**src/rtl/core/pomh_pkg.sv**
```systemverilog
// ----------------------------------------------------------------------------
// pomh_pkg
// shared types and constants of the path oblivious min-heap
// ----------------------------------------------------------------------------
package pomh_pkg;

  localparam int KEY_W     = 32;
  localparam int VAL_W     = 32;
  localparam int RAND_W    = 10;
  localparam int COUNT_W   = 11;
  localparam logic [COUNT_W-1:0] COUNT_MAX = 11'd2047;

  localparam logic [1:0] OP_FIND     = 2'd0;
  localparam logic [1:0] OP_PAD_FIND = 2'd1;
  localparam logic [1:0] OP_INSERT   = 2'd2;
  localparam logic [1:0] OP_EXTRACT  = 2'd3;

  typedef struct packed {
    logic [1:0]        op;
    logic [KEY_W-1:0]  key;
    logic [VAL_W-1:0]  value;
    logic [RAND_W-1:0] rand_a;
    logic [RAND_W-1:0] rand_b;
    logic [RAND_W-1:0] rand_c;
  } pomh_in_t;

  typedef struct packed {
    logic               min_valid;
    logic [KEY_W-1:0]   min_key;
    logic [VAL_W-1:0]   min_value;
    logic               stash_overflow;
    logic [COUNT_W-1:0] element_count;
  } pomh_out_t;

  // commands from the controller to the datapath
  typedef struct packed {
    logic clr;
    logic latch;
    logic root_cap;
    logic ins;
    logic path_start;
    logic path_sel;
    logic rp_slot;
    logic ev_start;
    logic ev_lvl;
    logic ev_scan;
    logic ev_wr;
    logic ev_sib;
    logic cmp_start;
    logic cmp_step;
    logic out_load;
  } pomh_cmd_t;

  // status from the datapath to the controller
  typedef struct packed {
    logic       clr_last;
    logic [1:0] op;
    logic       slot_last;
    logic       node_root;
    logic       scan_done;
    logic       cmp_done;
    logic       out_busy;
  } pomh_sts_t;

endpackage

```
**src/rtl/core/pomh_ctrl.sv**
```systemverilog
// ----------------------------------------------------------------------------
// pomh_ctrl
// operation sequencer: clear pass, path reads, evictions, compaction
// ----------------------------------------------------------------------------
module pomh_ctrl
  import pomh_pkg::*;
(
  input  logic      clk_i,
  input  logic      rst_ni,
  input  logic      in_valid_i,
  output logic      in_stall_o,
  input  pomh_sts_t sts_i,
  output pomh_cmd_t cmd_o
);

  localparam logic [3:0] S_CLR      = 4'd0;
  localparam logic [3:0] S_IDLE     = 4'd1;
  localparam logic [3:0] S_ROOT     = 4'd2;
  localparam logic [3:0] S_INS      = 4'd3;
  localparam logic [3:0] S_PSTART   = 4'd4;
  localparam logic [3:0] S_RPRD     = 4'd5;
  localparam logic [3:0] S_RPSLOT   = 4'd6;
  localparam logic [3:0] S_EVSTART  = 4'd7;
  localparam logic [3:0] S_EVLVL    = 4'd8;
  localparam logic [3:0] S_EVSCAN   = 4'd9;
  localparam logic [3:0] S_EVWR     = 4'd10;
  localparam logic [3:0] S_EVSIB    = 4'd11;
  localparam logic [3:0] S_CMPSTART = 4'd12;
  localparam logic [3:0] S_CMP      = 4'd13;
  localparam logic [3:0] S_DONE     = 4'd14;

  logic [3:0] state_q, state_d;
  logic       second_q, second_d;

  always_comb begin
    state_d  = state_q;
    second_d = second_q;
    cmd_o    = '0;
    cmd_o.path_sel = second_q;
    case (state_q)
      S_CLR: begin
        cmd_o.clr = 1'b1;
        if (sts_i.clr_last) state_d = S_IDLE;
      end
      S_IDLE: begin
        if (in_valid_i) begin
          cmd_o.latch = 1'b1;
          second_d    = 1'b0;
          state_d     = S_ROOT;
        end
      end
      S_ROOT: begin
        cmd_o.root_cap = 1'b1;
        case (sts_i.op)
          OP_FIND:   state_d = S_DONE;
          OP_INSERT: state_d = S_INS;
          default:   state_d = S_PSTART;
        endcase
      end
      S_INS: begin
        cmd_o.ins = 1'b1;
        state_d   = S_PSTART;
      end
      S_PSTART: begin
        cmd_o.path_start = 1'b1;
        state_d          = S_RPRD;
      end
      S_RPRD: begin
        state_d = S_RPSLOT;
      end
      S_RPSLOT: begin
        cmd_o.rp_slot = 1'b1;
        if (sts_i.slot_last) state_d = sts_i.node_root ? S_EVSTART : S_RPRD;
      end
      S_EVSTART: begin
        cmd_o.ev_start = 1'b1;
        state_d        = S_EVLVL;
      end
      S_EVLVL: begin
        cmd_o.ev_lvl = 1'b1;
        state_d      = S_EVSCAN;
      end
      S_EVSCAN: begin
        cmd_o.ev_scan = 1'b1;
        if (sts_i.scan_done) state_d = S_EVWR;
      end
      S_EVWR: begin
        cmd_o.ev_wr = 1'b1;
        state_d     = S_EVSIB;
      end
      S_EVSIB: begin
        cmd_o.ev_sib = 1'b1;
        state_d      = sts_i.node_root ? S_CMPSTART : S_EVLVL;
      end
      S_CMPSTART: begin
        cmd_o.cmp_start = 1'b1;
        state_d         = S_CMP;
      end
      S_CMP: begin
        cmd_o.cmp_step = 1'b1;
        if (sts_i.cmp_done) begin
          if (!second_q) begin
            second_d = 1'b1;
            state_d  = S_PSTART;
          end else begin
            state_d = S_DONE;
          end
        end
      end
      S_DONE: begin
        if (!sts_i.out_busy) begin
          cmd_o.out_load = 1'b1;
          state_d        = S_IDLE;
        end
      end
      default: begin
        state_d = S_IDLE;
      end
    endcase
  end

  always_ff @(posedge clk_i or negedge rst_ni) begin
    if (!rst_ni) begin
      state_q  <= S_CLR;
      second_q <= 1'b0;
    end else begin
      state_q  <= state_d;
      second_q <= second_d;
    end
  end

  assign in_stall_o = (state_q != S_IDLE);

  // an accepted item always goes to the root read next
  a_accept_root: assert property (@(posedge clk_i) disable iff (!rst_ni)
    (state_q == S_IDLE && in_valid_i) |=> (state_q == S_ROOT))
    else $error("accepted item did not start at the root");

  // the result register is never overwritten while it is held
  a_no_overwrite: assert property (@(posedge clk_i) disable iff (!rst_ni)
    cmd_o.out_load |-> !sts_i.out_busy)
    else $error("result loaded over a stalled result");

  // the clearing pass runs once after reset
  a_clear_once: assert property (@(posedge clk_i) disable iff (!rst_ni)
    (state_q != S_CLR) |=> (state_q != S_CLR))
    else $error("clearing pass re-entered");

endmodule

```
**config.mk**
```make
export PLATFORM = sky130hd
export DESIGN_NAME = pomh_ctrl
export DESIGN_NICKNAME = d
export VERILOG_FILES = /design/src/rtl/core/pomh_pkg.sv /design/src/rtl/core/pomh_ctrl.sv
export SDC_FILE = /design/constraint.sdc
export NUM_CORES = 1
export LEC_CHECK = 0
export BUFFER_PORTS_ARGS = -buffer_cell sky130_fd_sc_hd__buf_2
export CORE_ASPECT_RATIO = 0.9
export CORE_MARGIN = 2
export CORE_UTILIZATION = 30
export DETAILED_ROUTE_END_ITERATION = 8
export GPL_ROUTABILITY_DRIVEN = 1
export HOLD_SLACK_MARGIN = 0.15
export PLACE_DENSITY = 0.51
export SLEW_MARGIN = 10
export SYNTH_ARGS = -nofsm -noshare
export SYNTH_HDL_FRONTEND = slang
export SYNTH_SLANG_ARGS = --single-unit
```
**constraint.sdc**
```tcl
create_clock -name clk_i -period 2.5 [get_ports clk_i]
set_input_delay 0.25 -clock clk_i [delete_from_list [all_inputs] [get_ports clk_i]]
set_output_delay 0.25 -clock clk_i [all_outputs]
set_load 0.05 [all_outputs]
```
== Yosys cells after proc, flatten, opt, wreduce, memory -nomap -nowiden ==
Cells that the tools add are included.

* Equal/unequal tests: 22
* Muxes and demuxes: 30
* Reductions and logical operators: 5

{| class="wikitable"
|+ Operator list
! cell !! number
|-
| 4-bit one-hot mux with 15 select lines || 1
|-
| 4-bit equality test (second input constant) || 7
|-
| 4-bit two-way mux || 7
|-
| 1-bit two-way mux || 18
|-
| 4-bit by 3-bit equality test with 1-bit output (second input constant) || 4
|-
| 2-bit inequality test (second input constant) || 6
|-
| 4-bit by 2-bit equality test with 1-bit output (second input constant) || 2
|-
| 4-bit one-hot mux with 2 select lines || 1
|-
| 6-bit AND reduction || 1
|-
| 4-bit by 1-bit equality test with 1-bit output (second input constant) || 1
|-
| 4-bit logical NOT || 1
|-
| 4-bit by 1-bit inequality test with 1-bit output (second input constant) || 1
|-
| 3-bit two-way mux || 1
|-
| 3-bit AND reduction || 1
|-
| 2-bit equality test (second input constant) || 1
|-
| 2-bit logical NOT || 1
|-
| 2-bit two-way mux || 1
|-
| 1-bit one-hot mux with 2 select lines || 1
|-
| 2-bit nonzero test || 1
|}

* Register bits after elaboration: 5
* Input port bits: 11
* Output and inout port bits: 16
* Word-level logic and storage cells: 59

== Longest topological paths before layout ==
* Word-level depth: 3
* Depth in mapped cells: 6

== Least setup slack after synthesis ==
OpenSTA, ideal clock, no wires.

* Path kind: register -> output
* Start: register state_q[2]
* End: output port cmd_o[14] in the netlist's numbering
* Arrival time: 2.271 ns
* Slack: -0.021 ns
* Stages on the path, launching flop included: 4
* Cells stage by stage: dfrtp_1 buf_4 buf_2 nor4_1

{| class="wikitable"
|+ RTL lines
! item !! line !! source
|-
| start: declaration || pomh_ctrl.sv:32 || <nowiki>logic [3:0] state_q, state_d;</nowiki>
|-
| start signal: assignment || pomh_ctrl.sv:127 || <nowiki>state_q <= state_d;</nowiki>
|-
| end: declaration || pomh_ctrl.sv:13 || <nowiki>output pomh_cmd_t cmd_o</nowiki>
|}

==> flow_metrics.env <==
export IMPL_outcome="complete, no violations"
export IMPL_synth_fp_nets=99
export IMPL_initial_core_util_pct=31.2
export IMPL_crit_chain="nand2b_1 -> nor3_1 -> buf_2"
export IMPL_gp_congestion=0.818
export IMPL_cpLargestDelayFamily="flip-flops"
export IMPL_vias_per_cell=5.20
export IMPL_period_minus_slack_ns=2.02
export IMPL_ios=27
export IMPL_vias=702
export IMPL_h_tree_depth=1
export IMPL_finalSetupViolCount=0
export IMPL_cts_root_buf="clkbuf_4"
export IMPL_synthMuxAreaShare_pct=0
export IMPL_cp_slowest_cell="dfrtp_1"
export IMPL_slowest_delay_ns=0.77
export IMPL_syn_mean_instance_area_um2=6.73
export IMPL_synthAdderAreaFrac_pct=0
export IMPL_drv_cap=0
export IMPL_synth_compound_area_share_pct=24.1
export IMPL_cts_tree="built"
export IMPL_synthCells=88
export IMPL_area_growth_pct=25.2
export IMPL_ys_ff_latch=5
export IMPL_groute_usage_overall_pct=14.9
export IMPL_synth_area_leaders="dfrtp_1 21%, nor2_1 7.0%, nor3_1 5.9%"
export IMPL_antenna_found_initial=0
export IMPL_whs_ns=0.351
export IMPL_ys_flop_type="dfrtp_1"
export IMPL_cts_setup_buffers=0
export IMPL_p_leak_nw=0.352
export IMPL_ant_nets=0
export IMPL_crit_type="reg2out"
export IMPL_rows=15
export IMPL_synth_edff_count=0
export IMPL_power_mw=1.11
export IMPL_worst_slew_pin_slew_ns=0.717
export IMPL_fin_util_pct=39.1
export IMPL_fin_tns_setup_ns=0
export IMPL_grt_setup_unrepaired="false"
export IMPL_critPathRequiredTime_ns=2.25
export IMPL_reg2reg_from="state_q[0]"
export IMPL_p_per_area_nw_per_um2=1500
export IMPL_grt_max_degree=26
export IMPL_async_flop_share_pct=100
export IMPL_peakVddDrop_mv=0.742
export IMPL_clock_skew_ns=0.00110
export IMPL_cts_made_buffers=3
export IMPL_crit_arrival_ns=1.77
export IMPL_clock_path_buffers=2
export IMPL_cts_reportedPaths_clkPinSlew_ns=0.04
export IMPL_postRouteWirelength_um=1580
export IMPL_grt_pass1_vias=600
export IMPL_synth_top_area_cell="dfrtp_1"
export IMPL_ys_warn_count=0
export IMPL_fp_coreArea_um2=1900
export IMPL_fp_dieW_um=50.8
export IMPL_antenna_cells=0
export IMPL_synthXorXnorAreaFrac_pct=0
export IMPL_drcViolationCount=0
export IMPL_drt_first_pass_iters=4
export IMPL_startpoint_type="flip-flop"
export IMPL_wl_per_cell_um=11.7
export IMPL_cp_end_kind="primary output"
export IMPL_synth_top_family_by_area="simple AND/OR/NAND/NOR gates"
export IMPL_final_common_cell="buf_2"
export IMPL_synthesis_area_um2=592
export IMPL_max_freq_mhz=494
export IMPL_finalNetCount=122
export IMPL_path_max_fanout=21
export IMPL_dp_hpwl_um=1120
export IMPL_yosys_area_top_type_share_pct=21.1
export IMPL_most_common_layout_cells="26 x buf_2, 11 x nor2_1, 9 x nand2_1"
export IMPL_io_buffers=26
export IMPL_synthSimpleGateAreaFrac_pct=42.3
export IMPL_relSlewSlack_pct=52.2
export IMPL_hp_class="in2async"
export IMPL_place_inst=130
export IMPL_die_area_um2=2340
export IMPL_timing_final_hold_violations=0
export IMPL_critical_path_startpoint="state_q[1]"
export IMPL_drt_iter0_markers=20
export IMPL_grt_overflow=0
export IMPL_clock_latency_ns=0.23
export IMPL_drive_gt1_share_pct=29.1
export IMPL_slew_viol_final=0
export IMPL_fin_crit_sh_pct=80.9
export IMPL_grt_pass1_wl_um=2660
export IMPL_die_y_um=46.1
export IMPL_path_buf_inv=1
export IMPL_synth_cell_types=32
export IMPL_numClockSinks=5
export IMPL_yosysSeqAreaShare_pct=21.1
export IMPL_final_cells=135
==> worst paths after layout <==
| check | endpoint | slack, ns | cells past startpoint |
|---|---|---|---|
| setup / recovery | cmd_o[0] | 0.48 | 3 |
| setup reg to reg | state_q[0] | 0.76 | 4 |
| max in group asynchronous | state_q[2] | 2.02 | 2 |
| hold / removal | second_q | 0.35 | 2 |
| hold reg to reg | second_q | 0.61 | 2 |
| min in group clk_i | state_q[2] | 0.37 | 3 |
==> per-stage QoR <==
step	area, µm²	setup slack [ns]
2_1_floorplan	598	0.425
5_1_grt	741	0.327
3_3_place_gp	704	0.745
3_5_place_dp	704	0.743
4_1_cts	741	0.480
6_report	741	0.478
==> logic make-up (layout without fill, tap and decap cells) <==
kind of cell / after synthesis / count (layout)
flops: 5 / 5
simple gates: 47 / 47
buf+inv: 14 / 36
compound gates: 22 / 22
==> report_power, final <==
group | total, mW | internal, mW | switching (mW)
sequential | 0.313 | 0.119 | 0.195
clock | 0.0889 | 0.0601 | 0.0288
combinational | 0.708 | 0.242 | 0.465
==> layer usage <==
| metal | global-route usage (%) | vias to the layer above | wire length (µm) |
|---|---|---|---|
| li1 | - | 360 | - |
| met1 | 22.4 | 329 | 840 |
| met2 | 21.3 | 13 | 690 |
| met5 | 0 | - | 0 |
| met4 | 4.86 | 0 | 0 |
| met3 | 2.92 | 0 | 52 |
==> cell type report <==
class | count | area [µm²]
clock buffers | 4 | 26.3
fillers | 214 | 1150
inverters | 5 | 18.8
multi-input cells | 69 | 399
flip-flops and latches | 5 | 125
well taps | 25 | 31.3
repair buffers | 27 | 140
==> synth_stat cells (all sizes together) (2+ instances only) <==
library cell and n:
a21oi 6, a31oi 4, buf 9, dfrtp 5, inv 5, nand2 9, nand2b 3, nor2 12
nor2b 4, nor3 7, nor3b 2, nor4 2, o21ai 5
==> state kept, by name, summed over array words and instances (netlist names) <==
signal / cells
second_q: 1
state_q: 4
==> what timing repair did <==
item,4_1_cts,5_1_grt
hold buffers,1,0
hold endpoints to repair,5,0
setup endpoints to repair,0,0
gates resized for setup,0,0
No activity file was read; power rests on OpenSTA's default activity.
